==> src/design/psovu_pkg.sv <==
// Package for the particle swarm velocity update block.
// Holds word formats, register indexes, widths and the saturation helpers.
// Used by psovu_mac and pso_particle_velocity_update; depends on nothing.
`default_nettype none

package psovu_pkg;

    // Number formats
    localparam int VAL_W      = 40;  // signed coordinate width
    localparam int LIM_W      = VAL_W - 1;
    localparam int FRAC_BITS  = 16;
    localparam int WEIGHT_W   = 17;  // inertia and random factors
    localparam int GAIN_W     = 19;
    localparam int CR_W       = 20;  // saturated gain times random factor
    localparam int CHUNK_W    = VAL_W / 2;
    localparam int OP_W       = CHUNK_W + 2;
    localparam int PROD_W     = 2 * OP_W;
    localparam int ACC_W      = VAL_W + CR_W + 2;

    // Configuration port
    localparam int CFG_IDX_W  = 3;
    localparam int CFG_DATA_W = GAIN_W;

    localparam logic [CFG_IDX_W-1:0] REG_INERTIA_START  = 3'd0;
    localparam logic [CFG_IDX_W-1:0] REG_INERTIA_FLOOR  = 3'd1;
    localparam logic [CFG_IDX_W-1:0] REG_INERTIA_STEP   = 3'd2;
    localparam logic [CFG_IDX_W-1:0] REG_COGNITIVE_GAIN = 3'd3;
    localparam logic [CFG_IDX_W-1:0] REG_SOCIAL_GAIN    = 3'd4;

    localparam logic [WEIGHT_W-1:0] INERTIA_START_RST  = 17'd58982;
    localparam logic [WEIGHT_W-1:0] INERTIA_FLOOR_RST  = 17'd26214;
    localparam logic [WEIGHT_W-1:0] INERTIA_STEP_RST   = 17'd655;
    localparam logic [GAIN_W-1:0]   COGNITIVE_GAIN_RST = 19'd131072;
    localparam logic [GAIN_W-1:0]   SOCIAL_GAIN_RST    = 19'd131072;

    localparam logic signed [VAL_W-1:0] VAL_MAX = {1'b0, {(VAL_W-1){1'b1}}};
    localparam logic signed [VAL_W-1:0] VAL_MIN = {1'b1, {(VAL_W-1){1'b0}}};

    typedef struct packed {
        logic signed [VAL_W-1:0] position;
        logic signed [VAL_W-1:0] velocity;
        logic signed [VAL_W-1:0] personal_best;
        logic signed [VAL_W-1:0] swarm_best;
        logic [LIM_W-1:0]        speed_limit;
        logic signed [VAL_W-1:0] lower_bound;
        logic signed [VAL_W-1:0] upper_bound;
        logic [WEIGHT_W-1:0]     rand_one;
        logic [WEIGHT_W-1:0]     rand_two;
        logic                    last_dimension;
    } in_word_t;

    typedef struct packed {
        logic signed [VAL_W-1:0] new_velocity;
        logic signed [VAL_W-1:0] new_position;
        logic                    is_last;
    } out_word_t;

    // Control of the shared multiply-accumulate unit.
    typedef struct packed {
        logic load;    // accumulator takes the product
        logic add_hi;  // accumulator adds the product shifted by one chunk
    } mac_ctl_t;

    function automatic logic signed [VAL_W-1:0] sat_wide(input logic signed [VAL_W:0] a);
        logic signed [VAL_W-1:0] r;
        if (a[VAL_W] != a[VAL_W-1])
            r = a[VAL_W] ? VAL_MIN : VAL_MAX;
        else
            r = a[VAL_W-1:0];
        return r;
    endfunction

    function automatic logic signed [VAL_W-1:0] add_sat(input logic signed [VAL_W-1:0] a,
                                                        input logic signed [VAL_W-1:0] b);
        logic signed [VAL_W:0] s;
        s = $signed({a[VAL_W-1], a}) + $signed({b[VAL_W-1], b});
        return sat_wide(s);
    endfunction

    function automatic logic signed [VAL_W-1:0] sub_sat(input logic signed [VAL_W-1:0] a,
                                                        input logic signed [VAL_W-1:0] b);
        logic signed [VAL_W:0] s;
        s = $signed({a[VAL_W-1], a}) - $signed({b[VAL_W-1], b});
        return sat_wide(s);
    endfunction

    // Drop the fraction bits of a product (floor) and saturate to a coordinate.
    function automatic logic signed [VAL_W-1:0] term_of(input logic signed [ACC_W-1:0] acc);
        logic signed [ACC_W-1:0] sh;
        logic signed [VAL_W-1:0] r;
        sh = acc >>> FRAC_BITS;
        if (sh[ACC_W-1:VAL_W-1] == '0 || sh[ACC_W-1:VAL_W-1] == '1)
            r = sh[VAL_W-1:0];
        else
            r = sh[ACC_W-1] ? VAL_MIN : VAL_MAX;
        return r;
    endfunction

endpackage

`default_nettype wire

==> src/design/psovu_mac.sv <==
// Shared signed multiplier with a wide accumulator for the velocity update.
// Builds a full product from two chunk products, the upper one added shifted by one chunk.
// Depends on psovu_pkg.
`default_nettype none

module psovu_mac (
    input  wire logic                              clk,
    input  wire psovu_pkg::mac_ctl_t               ctl,
    input  wire logic signed [psovu_pkg::OP_W-1:0] op_a,
    input  wire logic signed [psovu_pkg::OP_W-1:0] op_b,
    output logic signed [psovu_pkg::ACC_W-1:0]     acc
);

    logic signed [psovu_pkg::PROD_W-1:0] prod;
    logic signed [psovu_pkg::ACC_W-1:0]  prod_ext;
    logic signed [psovu_pkg::ACC_W-1:0]  acc_reg;
    logic signed [psovu_pkg::ACC_W-1:0]  acc_next;

    assign prod     = op_a * op_b;
    assign prod_ext = psovu_pkg::ACC_W'(prod);

    always_comb
    begin
        acc_next = acc_reg;
        if (ctl.load)
            acc_next = prod_ext;
        else if (ctl.add_hi)
            acc_next = acc_reg + (prod_ext <<< psovu_pkg::CHUNK_W);
    end

    always_ff @(posedge clk)
    begin
        acc_reg <= acc_next;
    end

    assign acc = acc_reg;

endmodule

`default_nettype wire

==> src/design/pso_particle_velocity_update.sv <==
// Top level of the particle swarm velocity and position update block.
// Sequences one shared multiply-accumulate unit (psovu_mac) per word.
// Depends on psovu_pkg and psovu_mac.
//
//   Channel   Handshake             Payload                 Direction
//   in        in_valid / in_ready   in_data  (in_word_t)    into block
//   out       out_valid / out_ready out_data (out_word_t)   out of block
//   cfg       cfg_we                cfg_index, cfg_data     into block
//
// Each word passes through the sequencer steps from acceptance to its result in the
// output register; those from CR1 to DG_HI are passes through the single 22 x 22 multiplier
// (two random-factor scalings and three 40-bit products in two chunks each).
// A new word is accepted in the cycle after the previous one finishes, even
// while that result still waits in the output register.
// The last step waits while the output register holds an untaken word.
// Reset loads the register defaults and sets the inertia to inertia_start.
`default_nettype none

module pso_particle_velocity_update (
    input  wire logic                                  clk,
    input  wire logic                                  rst_n,
    input  wire logic                                  in_valid,
    output logic                                       in_ready,
    input  wire psovu_pkg::in_word_t                   in_data,
    output logic                                       out_valid,
    input  wire logic                                  out_ready,
    output psovu_pkg::out_word_t                       out_data,
    input  wire logic                                  cfg_we,
    input  wire logic [psovu_pkg::CFG_IDX_W-1:0]       cfg_index,
    input  wire logic [psovu_pkg::CFG_DATA_W-1:0]      cfg_data
);

    // Sequencer steps. The multiplier is busy in steps CR1 through DG_HI.
    localparam logic [3:0] STEP_CR1    = 4'd0;   // gain1 * rand1
    localparam logic [3:0] STEP_CR2    = 4'd1;   // gain2 * rand2, first difference
    localparam logic [3:0] STEP_V_LO   = 4'd2;   // inertia * low velocity chunk
    localparam logic [3:0] STEP_V_HI   = 4'd3;
    localparam logic [3:0] STEP_DP_LO  = 4'd4;   // inertia term enters the sum
    localparam logic [3:0] STEP_DP_HI  = 4'd5;
    localparam logic [3:0] STEP_DG_LO  = 4'd6;   // cognitive term enters the sum
    localparam logic [3:0] STEP_DG_HI  = 4'd7;
    localparam logic [3:0] STEP_SUM    = 4'd8;   // social term enters the sum
    localparam logic [3:0] STEP_VCLAMP = 4'd9;
    localparam logic [3:0] STEP_PSUM   = 4'd10;
    localparam logic [3:0] STEP_PCLAMP = 4'd11;

    localparam int VAL_W    = psovu_pkg::VAL_W;
    localparam int OP_W     = psovu_pkg::OP_W;
    localparam int CHUNK_W  = psovu_pkg::CHUNK_W;
    localparam int CR_W     = psovu_pkg::CR_W;
    localparam int WEIGHT_W = psovu_pkg::WEIGHT_W;
    localparam int GAIN_W   = psovu_pkg::GAIN_W;
    localparam int FRAC     = psovu_pkg::FRAC_BITS;
    localparam int ACC_W    = psovu_pkg::ACC_W;

    // Configuration and kept state. The start value is not kept on its own:
    // a write to it goes straight into the inertia.
    logic [WEIGHT_W-1:0] inertia_floor_reg, inertia_step_reg;
    logic [GAIN_W-1:0]   cognitive_gain_reg, social_gain_reg;
    logic [WEIGHT_W-1:0] inertia_reg, inertia_next;

    // Control.
    logic       busy_reg, busy_next;
    logic [3:0] step_reg, step_next;
    logic       out_valid_reg, out_valid_next;

    // Working registers of the current word.
    psovu_pkg::in_word_t     word_reg;
    logic [CR_W-1:0]         cr1_reg, cr1_next, cr2_reg, cr2_next;
    logic signed [VAL_W-1:0] dp_reg, dp_next, dg_reg, dg_next;
    logic signed [VAL_W-1:0] sum_reg, sum_next;
    logic signed [VAL_W-1:0] pos_reg, pos_next;
    psovu_pkg::out_word_t    out_reg, out_next;

    // Shared unit.
    psovu_pkg::mac_ctl_t     mac_ctl;
    logic signed [OP_W-1:0]  op_a, op_b;
    logic signed [ACC_W-1:0] acc;

    // Other combinational values.
    logic                    in_fire;
    logic                    out_free;
    logic [CR_W-1:0]         cr_sat;
    logic signed [VAL_W-1:0] diff_val;
    logic signed [VAL_W:0]   vel_wide, lim_wide;
    logic signed [VAL_W-1:0] vel_clamped;
    logic signed [VAL_W-1:0] pos_hi, pos_clamped;

    assign in_ready  = !busy_reg;
    assign in_fire   = in_valid && in_ready;
    assign out_free  = !out_valid_reg || out_ready;
    assign out_valid = out_valid_reg;
    assign out_data  = out_reg;

    psovu_mac u_mac (
        .clk  (clk),
        .ctl  (mac_ctl),
        .op_a (op_a),
        .op_b (op_b),
        .acc  (acc)
    );

    // The scaling product gain * rand is never negative, so any bit above the
    // kept field means saturation.
    always_comb
    begin
        if (|acc[ACC_W-1:FRAC+CR_W])
            cr_sat = '1;
        else
            cr_sat = acc[FRAC+CR_W-1:FRAC];
    end

    // One subtractor forms the personal difference, then the global one.
    assign diff_val = psovu_pkg::sub_sat((step_reg == STEP_CR2) ? word_reg.personal_best
                                                                 : word_reg.swarm_best,
                                         word_reg.position);

    // Velocity clamp to plus or minus the speed limit.
    assign vel_wide = {sum_reg[VAL_W-1], sum_reg};
    assign lim_wide = $signed({2'b00, word_reg.speed_limit});

    always_comb
    begin
        if (vel_wide > lim_wide)
            vel_clamped = lim_wide[VAL_W-1:0];
        else if (vel_wide < -lim_wide)
            vel_clamped = sum_reg - sum_reg - lim_wide[VAL_W-1:0];
        else
            vel_clamped = sum_reg;
    end

    // Position clamp: the upper bound first, then the lower bound, so the
    // lower bound wins when the bounds cross.
    always_comb
    begin
        pos_hi = (pos_reg > word_reg.upper_bound) ? word_reg.upper_bound : pos_reg;
        pos_clamped = (pos_hi < word_reg.lower_bound) ? word_reg.lower_bound : pos_hi;
    end

    // Sequencer. The upper chunk of a coordinate carries its sign, so it is
    // sign-extended into the multiplier; the lower chunk is zero-extended.
    always_comb
    begin
        busy_next      = busy_reg;
        step_next      = step_reg;
        out_valid_next = out_valid_reg;
        out_next       = out_reg;
        inertia_next   = inertia_reg;
        cr1_next       = cr1_reg;
        cr2_next       = cr2_reg;
        dp_next        = dp_reg;
        dg_next        = dg_reg;
        sum_next       = sum_reg;
        pos_next       = pos_reg;
        mac_ctl        = '0;
        op_a           = '0;
        op_b           = '0;

        if (out_valid_reg && out_ready)
            out_valid_next = 1'b0;

        if (in_fire)
        begin
            busy_next = 1'b1;
            step_next = STEP_CR1;
        end

        if (busy_reg)
        begin
            step_next = step_reg + 4'd1;
            unique case (step_reg)
                STEP_CR1:
                begin
                    mac_ctl.load = 1'b1;
                    op_a = $signed(OP_W'(cognitive_gain_reg));
                    op_b = $signed(OP_W'(word_reg.rand_one));
                end
                STEP_CR2:
                begin
                    mac_ctl.load = 1'b1;
                    op_a = $signed(OP_W'(social_gain_reg));
                    op_b = $signed(OP_W'(word_reg.rand_two));
                    cr1_next = cr_sat;
                    dp_next = diff_val;
                end
                STEP_V_LO:
                begin
                    mac_ctl.load = 1'b1;
                    op_a = $signed(OP_W'(inertia_reg));
                    op_b = $signed(OP_W'(word_reg.velocity[CHUNK_W-1:0]));
                    cr2_next = cr_sat;
                    dg_next = diff_val;
                end
                STEP_V_HI:
                begin
                    mac_ctl.add_hi = 1'b1;
                    op_a = $signed(OP_W'(inertia_reg));
                    op_b = OP_W'($signed(word_reg.velocity[VAL_W-1:CHUNK_W]));
                end
                STEP_DP_LO:
                begin
                    mac_ctl.load = 1'b1;
                    op_a = $signed(OP_W'(cr1_reg));
                    op_b = $signed(OP_W'(dp_reg[CHUNK_W-1:0]));
                    sum_next = psovu_pkg::term_of(acc);
                end
                STEP_DP_HI:
                begin
                    mac_ctl.add_hi = 1'b1;
                    op_a = $signed(OP_W'(cr1_reg));
                    op_b = OP_W'($signed(dp_reg[VAL_W-1:CHUNK_W]));
                end
                STEP_DG_LO:
                begin
                    mac_ctl.load = 1'b1;
                    op_a = $signed(OP_W'(cr2_reg));
                    op_b = $signed(OP_W'(dg_reg[CHUNK_W-1:0]));
                    sum_next = psovu_pkg::add_sat(sum_reg, psovu_pkg::term_of(acc));
                end
                STEP_DG_HI:
                begin
                    mac_ctl.add_hi = 1'b1;
                    op_a = $signed(OP_W'(cr2_reg));
                    op_b = OP_W'($signed(dg_reg[VAL_W-1:CHUNK_W]));
                end
                STEP_SUM:
                begin
                    sum_next = psovu_pkg::add_sat(sum_reg, psovu_pkg::term_of(acc));
                end
                STEP_VCLAMP:
                begin
                    sum_next = vel_clamped;
                end
                STEP_PSUM:
                begin
                    pos_next = psovu_pkg::add_sat(word_reg.position, sum_reg);
                end
                STEP_PCLAMP:
                begin
                    if (out_free)
                    begin
                        busy_next = 1'b0;
                        step_next = STEP_CR1;
                        out_valid_next = 1'b1;
                        out_next.new_velocity = sum_reg;
                        out_next.new_position = pos_clamped;
                        out_next.is_last = word_reg.last_dimension;
                        // Inertia decays after the last dimension of a particle while it is above the floor.
                        if (word_reg.last_dimension && inertia_reg > inertia_floor_reg)
                            inertia_next = (inertia_step_reg > inertia_reg) ? '0
                                         : inertia_reg - inertia_step_reg;
                    end
                    else
                    begin
                        step_next = step_reg;
                    end
                end
                default:
                begin
                    busy_next = 1'b0;
                    step_next = STEP_CR1;
                end
            endcase
        end

        // Writing the start value also reloads the inertia at once.
        if (cfg_we && cfg_index == psovu_pkg::REG_INERTIA_START)
            inertia_next = cfg_data[WEIGHT_W-1:0];
    end

    // Control and configuration registers.
    always_ff @(posedge clk or negedge rst_n)
    begin
        if (!rst_n)
        begin
            busy_reg           <= 1'b0;
            step_reg           <= STEP_CR1;
            out_valid_reg      <= 1'b0;
            inertia_reg        <= psovu_pkg::INERTIA_START_RST;
            inertia_floor_reg  <= psovu_pkg::INERTIA_FLOOR_RST;
            inertia_step_reg   <= psovu_pkg::INERTIA_STEP_RST;
            cognitive_gain_reg <= psovu_pkg::COGNITIVE_GAIN_RST;
            social_gain_reg    <= psovu_pkg::SOCIAL_GAIN_RST;
        end
        else
        begin
            busy_reg      <= busy_next;
            step_reg      <= step_next;
            out_valid_reg <= out_valid_next;
            inertia_reg   <= inertia_next;
            if (cfg_we)
            begin
                unique case (cfg_index)
                    // The start value only seeds the inertia, loaded above.
                    psovu_pkg::REG_INERTIA_START:  ;
                    psovu_pkg::REG_INERTIA_FLOOR:  inertia_floor_reg  <= cfg_data[WEIGHT_W-1:0];
                    psovu_pkg::REG_INERTIA_STEP:   inertia_step_reg   <= cfg_data[WEIGHT_W-1:0];
                    psovu_pkg::REG_COGNITIVE_GAIN: cognitive_gain_reg <= cfg_data;
                    psovu_pkg::REG_SOCIAL_GAIN:    social_gain_reg    <= cfg_data;
                    default: ;
                endcase
            end
        end
    end

    // Payload registers.
    always_ff @(posedge clk)
    begin
        if (in_fire)
            word_reg <= in_data;
        cr1_reg <= cr1_next;
        cr2_reg <= cr2_next;
        dp_reg  <= dp_next;
        dg_reg  <= dg_next;
        sum_reg <= sum_next;
        pos_reg <= pos_next;
        out_reg <= out_next;
    end

    // A result appears only at the end of the final step.
    a_out_from_last_step: assert property (@(posedge clk) disable iff (!rst_n)
        $rose(out_valid_reg) |-> $past(busy_reg) && $past(step_reg) == STEP_PCLAMP)
        else $error("result word raised outside the final step");

    // An accepted word starts the sequencer at its first step.
    a_accept_starts: assert property (@(posedge clk) disable iff (!rst_n)
        in_fire |=> busy_reg && step_reg == STEP_CR1)
        else $error("accepted word did not start the sequencer");

    // Without a configuration write the inertia never grows.
    a_inertia_no_growth: assert property (@(posedge clk) disable iff (!rst_n)
        !cfg_we |=> inertia_reg <= $past(inertia_reg))
        else $error("inertia grew without a configuration write");

    // With ordered bounds the delivered position lies within them.
    a_position_in_bounds: assert property (@(posedge clk) disable iff (!rst_n)
        busy_reg && step_reg == STEP_PCLAMP && out_free
            && word_reg.lower_bound <= word_reg.upper_bound
        |=> out_reg.new_position >= $past(word_reg.lower_bound)
            && out_reg.new_position <= $past(word_reg.upper_bound))
        else $error("position left its bounds");

endmodule

`default_nettype wire

==> config.mk <==
export PLATFORM = sky130hd
export DESIGN_NAME = pso_particle_velocity_update
export DESIGN_NICKNAME = d
export VERILOG_FILES = /design/src/design/psovu_pkg.sv /design/src/design/psovu_mac.sv /design/src/design/pso_particle_velocity_update.sv
export SDC_FILE = /design/constraint.sdc
export NUM_CORES = 2
export LEC_CHECK = 0
export BUFFER_PORTS_ARGS = -buffer_cell sky130_fd_sc_hd__buf_2
export CORE_ASPECT_RATIO = 1.5
export CORE_MARGIN = 10
export CORE_UTILIZATION = 38
export CTS_BUF_LIST = sky130_fd_sc_hd__clkbuf_4
export CTS_CLUSTER_SIZE = 40
export DETAILED_ROUTE_END_ITERATION = 7
export GPL_ROUTABILITY_DRIVEN = 0
export PLACE_DENSITY = 0.6
export SETUP_SLACK_MARGIN = 0.15
export SLEW_MARGIN = 30
export SYNTH_ARGS = -nofsm -noshare
export SYNTH_HDL_FRONTEND = slang
export SYNTH_SLANG_ARGS = --single-unit
==> constraint.sdc <==
create_clock -name clk -period 19.6 [get_ports clk]
set_input_delay 2.94 -clock clk [delete_from_list [all_inputs] [get_ports clk]]
set_output_delay 2.94 -clock clk [all_outputs]
set_load 0.005 [all_outputs]
; Word level (Yosys, flattened, before mapping)
; Cells that the tools add are included.
[totals]
register_bits = 752
latchBits = 0
mem_bits_rw = 0
rom_bits = 0
input_bits = 341
output_inout_bits = 83
word_cells = 151
mem_count = 0
[classes]
add_sub_neg = 10
mul = 1
n_div = 0
magnitude_cmp = 6
n_eq_ne = 22
n_shift = 0
n_mux = 48
n_bitwise = 0
n_reduce_logical = 36
[ops]
columns = operator, count
row1 = $mux 40, 19
row2 = $pmux 22 s8, 1
row3 = $pmux 40 s4, 1
row4 = $mux 62, 2
row5 = $add 40x40->41, 3
row6 = $mux 17, 6
row7 = $pmux 20 s5, 1
row8 = $gt 40x40->1, 2
row9 = $add 62x62->62, 1
row10 = $mul 21x22->43, 1
row11 = $lt 40x41->1, 1
row12 = $neg 39->41, 1
row13 = $sub 40x40->41, 1
row14 = $lt 40x40->1, 1
row15 = $mux 20, 2
row16 = $sub 40x39->40, 1
row17 = $sub 40x40->40, 1
row18 = $gt 17x17->1, 2
row19 = $reduce_or 26->1, 1
row20 = $eq 23x23->1 const B, 1
row21 = $logic_not 23->1, 1
row22 = $mux 22, 1
row23 = $sub 17x17->17, 1
row24 = $eq 4x3->1 const B, 4
row25 = 28 further kinds, 67

; Logic depth before layout (Yosys ltp)
[logic_depth]
depth_word = 9
ltp_mapped = 46

; Modules after synthesis
; From an unflattened synthesis, not the netlist that was laid out.
[hier_totals]
cells_unflattened = 6125
hier_area_um2 = 64291.7
[modules_own_cells]
columns = module, n_inst, cells_per_inst, area_per_inst_um2, seq_area_each_um2
row1 = pso_particle_velocity_update, 1, 3726, 41842.6, 20275.7
row2 = psovu_mac, 1, 2399, 22449.0, 1861.8

; Worst setup path before layout
; OpenSTA, ideal clock, no wires.
[synth_path]
kind = input -> register
start = in in_valid
end = reg step_reg[1]
setup_time_ps = 133
arrival_ps = 18344
required_time_ps = 19467
setup_slack_ps = 1123
stages = 3
n_path_buf = 0
path_cell_list = nor2b_1 -> nor2_1 -> a22o_1
[synth_between]
elab_chain_cells = 3
[synth_lines]
columns = item, line
row1 = start: declaration, pso_particle_velocity_update.sv:22  ; input wire logic in_valid,
row2 = $logic_and 1x1->1, pso_particle_velocity_update.sv:90  ; assign in_fire = in_valid && in_ready;
row3 = $reduce_bool 2->1 (no line), -
row4 = $reduce_and 2->1 (no line), -
row5 = end signal: assignment, pso_particle_velocity_update.sv:288  ; step_reg <= step_next;
row6 = end: declaration, pso_particle_velocity_update.sv:64  ; logic [3:0] step_reg, step_next;
; Every way passes these cells.
; A chain may end at the register's enable or synchronous reset.

; Worst setup path after layout
[layout_path]
start = reg step_reg[1]
end = reg u_mac.acc_reg (netlist bit u_mac.acc[61]) (data pin)
[layout_between]
elab_chain_cells = 8
word_cells_on_any_way = 22
classes_between = 1 x add/sub / 1 x mul / 7 x eq/ne / 8 x mux / 5 x reduce/logical
[layout_lines]
columns = item, line
row1 = $eq 4x3->1 / $eq 4x2->1 (equally long branches), pso_particle_velocity_update.sv:171  ; unique case (step_reg)
row2 = $reduce_or 2->1 (no line), -
row3 = $pmux 20 s5, pso_particle_velocity_update.sv:171
row4 = $mux 20, pso_particle_velocity_update.sv:168  ; if (busy_reg)
row5 = $mul 21x22->43, psovu_mac.sv:19  ; assign prod = op_a * op_b;
row6 = $add 62x62->62, psovu_mac.sv:28  ; acc_next = acc_reg + (prod_ext <<< psovu_pkg::CHUNK_W);
row7 = $mux 62, psovu_mac.sv:27  ; else if (ctl.add_hi)
row8 = $mux 62 *, psovu_mac.sv:25  ; if (ctl.load)
row9 = named net u_mac.acc_next (one bit), psovu_mac.sv:17  ; logic signed [psovu_pkg::ACC_W-1:0] acc_next;
row10 = end signal: assignment, psovu_mac.sv:33  ; acc_reg <= acc_next;
row11 = end: declaration, psovu_mac.sv:16  ; logic signed [psovu_pkg::ACC_W-1:0] acc_reg;
; Mark *: on every way through the listed nets, which the timed path passes. The rest lies on a longest branch. The select of a mux whose other input is x is not followed.

==> results.toml <==
[outcome]
status = "completed"

[yosys]
async_flop_share_pct = 12.91
synth-edff-count = 641
yosysTopAreaCell = "edfxtp_1"
yosysWarnings = 0
synth_cells = 6114
synth_cell_types = 98
yosysMostFrequentCell = "inv_1"
ys_seq_elements = 736
synth_area_per_cell_um2 = 10.19
synth_nets = 7473
synth_top_area_share_pct = 30.88
synth_area_leaders = "edfxtp_1 31%, fa_1 14%, ha_1 11%, inv_1 4.7%, nand2_1 3.5%"
yosysSeqAreaShare_pct = 34.75
ys.flop_type = "edfxtp_1"
synth_common_cells = "787 x inv_1, 641 x edfxtp_1, 584 x nand2_1, 571 x ha_1, 447 x fa_1"
synth_area_um2 = 62330

[cells_and_area]
drive_gt1_share_pct = 16.22
fill_cells = 15830
final_nets = 7972
syn_to_final_growth_pct = 11.50
largest_reg_flops = 275

[die]
rows = 182
num_io_pins = 424
die_x_um = 350.7
die-area_um2 = 181000
start_util_pct = 38.12
die_y_um = 516.0
coreArea_um2 = 163500

[critical_path]
cp.required_ps = 20560
reg2reg_from = "step_reg[1]"
endpoint = "u_mac.acc[61]"
cp_slowest_stage_delay_ps = 680
r2r_cells = 41
crit_path_max_fanout = 39
reg2reg_to = "u_mac.acc[61]"
worstSetupStartpoint = "step_reg[1]"
crit_path_top_delay_cell = "a211oi_1"
critical_path_arrival_ps = 13160
start_kind = "flip-flop"
r2r_setup_slack_ps = 7410
endpoint_kind = "flip-flop"
worstSetupPathType = "reg2reg"

[sta]
rsz0062_at_grt = "false"
final-setup-viol-count = 0
setup_tns_ps = 0
finalHoldViolCount = 0
fmax_mhz = 82.01
drv_slew = 0
slew_headroom_pct = 32.63
finalCritPeriodShare_pct = 62.21
period_minus_slack_ps = 12190
max_slew.worst_pin.slew_ps = 1011
clock_skew_ps = 116.7

[drt]
finalWirelength_um = 214000
dr.pass1.iters = 8
drt-vias-per-instance = 5.543
drtAntennaViolNets = 0
vias = 49270
drc = 0
detail_route.iter0.violations = 4046
wire_per_inst_um = 24.07

[min_path]
min_path_type = "reg2reg"

[clocking]
cts_resized = 0
post-cts-setup-buffers = 0
clock-sinks = 736
cts_buffer_depth = 3
cts_made_buffers = 198
postCtsHoldBufs = 0
path_clk_slew_ps = 70
root_buffer = "clkbuf_4"
h-tree-depth = 4
clock_latency_ps = 1270
cts_tree = "built"

[global_routing]
grt_pass1_vias = 51460
antenna_found_initial = 26
grt_max_degree = 186
grt_usage_pct = 23.53
grt_first_pass_wirelength_um = 319700
overflow = 0

[flow_run]
max_cap_viol_count = 0

[place]
portBuffers = 423
hpwlAfterDp_um = 170200
==> worst min-delay path by stage <==
stage,startpoint,to,slack [ps],depth (start not counted)
2_1_floorplan,word_reg[0],out_data[0],430,0
3_3_place_gp,social_gain_reg[5],social_gain_reg[5],490,1
3_5_place_dp,word_reg[0],out_data[0],490,0
4_1_cts,word_reg[0],out_data[0],510,0
5_1_grt,word_reg[0],out_data[0],520,0
6_report,word_reg[0],out_data[0],510,0
==> cell usage in the layout, fill, tap and decap left out, types with 27 or more instances in the layout <==
cell | netlist | layout
a221o_1 | 27 | 27
a211oi_1 | 43 | 42
nor3_1 | 69 | 68
mux2_2 | 124 | 124
nand3_1 | 86 | 85
inv_1 | 787 | 786
edfxtp_1 | 641 | 641
nor2b_1 | 54 | 52
o21bai_1 | 35 | 34
dfrtp_1 | 70 | 70
o21a_1 | 38 | 38
xor2_1 | 118 | 118
nand4_1 | 61 | 61
a21oi_1 | 376 | 372
o211ai_1 | 41 | 41
and2_1 | 48 | 46
xnor2_1 | 185 | 185
nor2_1 | 381 | 377
ha_1 | 571 | 571
and3_1 | 75 | 71
or2_2 | 50 | 50
fa_1 | 447 | 447
clkinv_1 | 0 | 54
nand2b_1 | 39 | 39
buf_4 | 4 | 74
a31oi_1 | 38 | 36
or3_1 | 36 | 36
nand2_1 | 584 | 583
clkbuf_4 | 0 | 265
mux2_4 | 40 | 40
o21ai_0 | 249 | 249
a21o_1 | 178 | 178
buf_2 | 16 | 422
a22oi_1 | 90 | 90
==> worst max-delay path, delay by kind of cell, from the launching register on <==
| family | cells | cell delay, ps |
|---|---|---|
| XOR/XNOR | 2 | 290 |
| adder cells (fa/ha/maj) | 10 | 4020 |
| AND/OR/NAND/NOR | 9 | 2320 |
| flip-flops | 1 | 430 |
| AO/OA/AOI/OAI | 12 | 3750 |
| buffers and inverters | 8 | 1040 |
==> stage by stage <==
stage | cells | worst slack (ps) | area, µm² | util, % | hold WS [ps]
3_3_place_gp | 8526 | 7717 | 66940 | 40.94 | 491.1
4_1_cts | 8872 | 7690 | 69410 | 42.45 | 507.6
6_report | 8888 | 7407 | 69490 | 42.50 | 506.9
2_1_floorplan | 6114 | 1123 | 62330 | - | 426.6
3_5_place_dp | 8528 | 7776 | 67010 | 40.98 | 490.5
5_1_grt | 8881 | 6812 | 69480 | 42.49 | 522.7
==> per-layer routing <==
metal	part of all wire [%]	vias to the layer above	GRT usage, %
met5	0.081	-	0
met3	8.0	599	5.297
met4	6.9	26	13.92
li1	-	22470	-
met1	38	24070	27.52
met2	47	2106	39.29
==> final cells by class <==
class | count | area, µm² | share of cell area, %
multi-input cells | 4387 | 37010 | 53.26
diodes | 15 | 37.54 | 0.05401
clock inverters | 79 | 409.1 | 0.5887
clock buffers | 265 | 1989 | 2.863
flip-flops and latches | 736 | 21660 | 31.16
well taps | 2116 | 2648 | 3.810
repair buffers | 502 | 2785 | 4.008
inverters | 788 | 2959 | 4.258
==> cell families (layout without fill, tap and decap cells) <==
group	after synthesis	count (layout)	share of synthesized area, %
compound gates	1329	1329	13.91
other cells	0	15	0
flops	736	736	34.75
buf+inv	991	1634	6.087
fa+ha+maj	1034	1034	26.09
xor+xnor	303	303	4.258
mux	175	175	3.381
simple gates	1546	1546	11.52
Power is left out: the tool's default activity adds up to more than one toggle a clock period on the data nets, which glitch-free logic cannot reach.
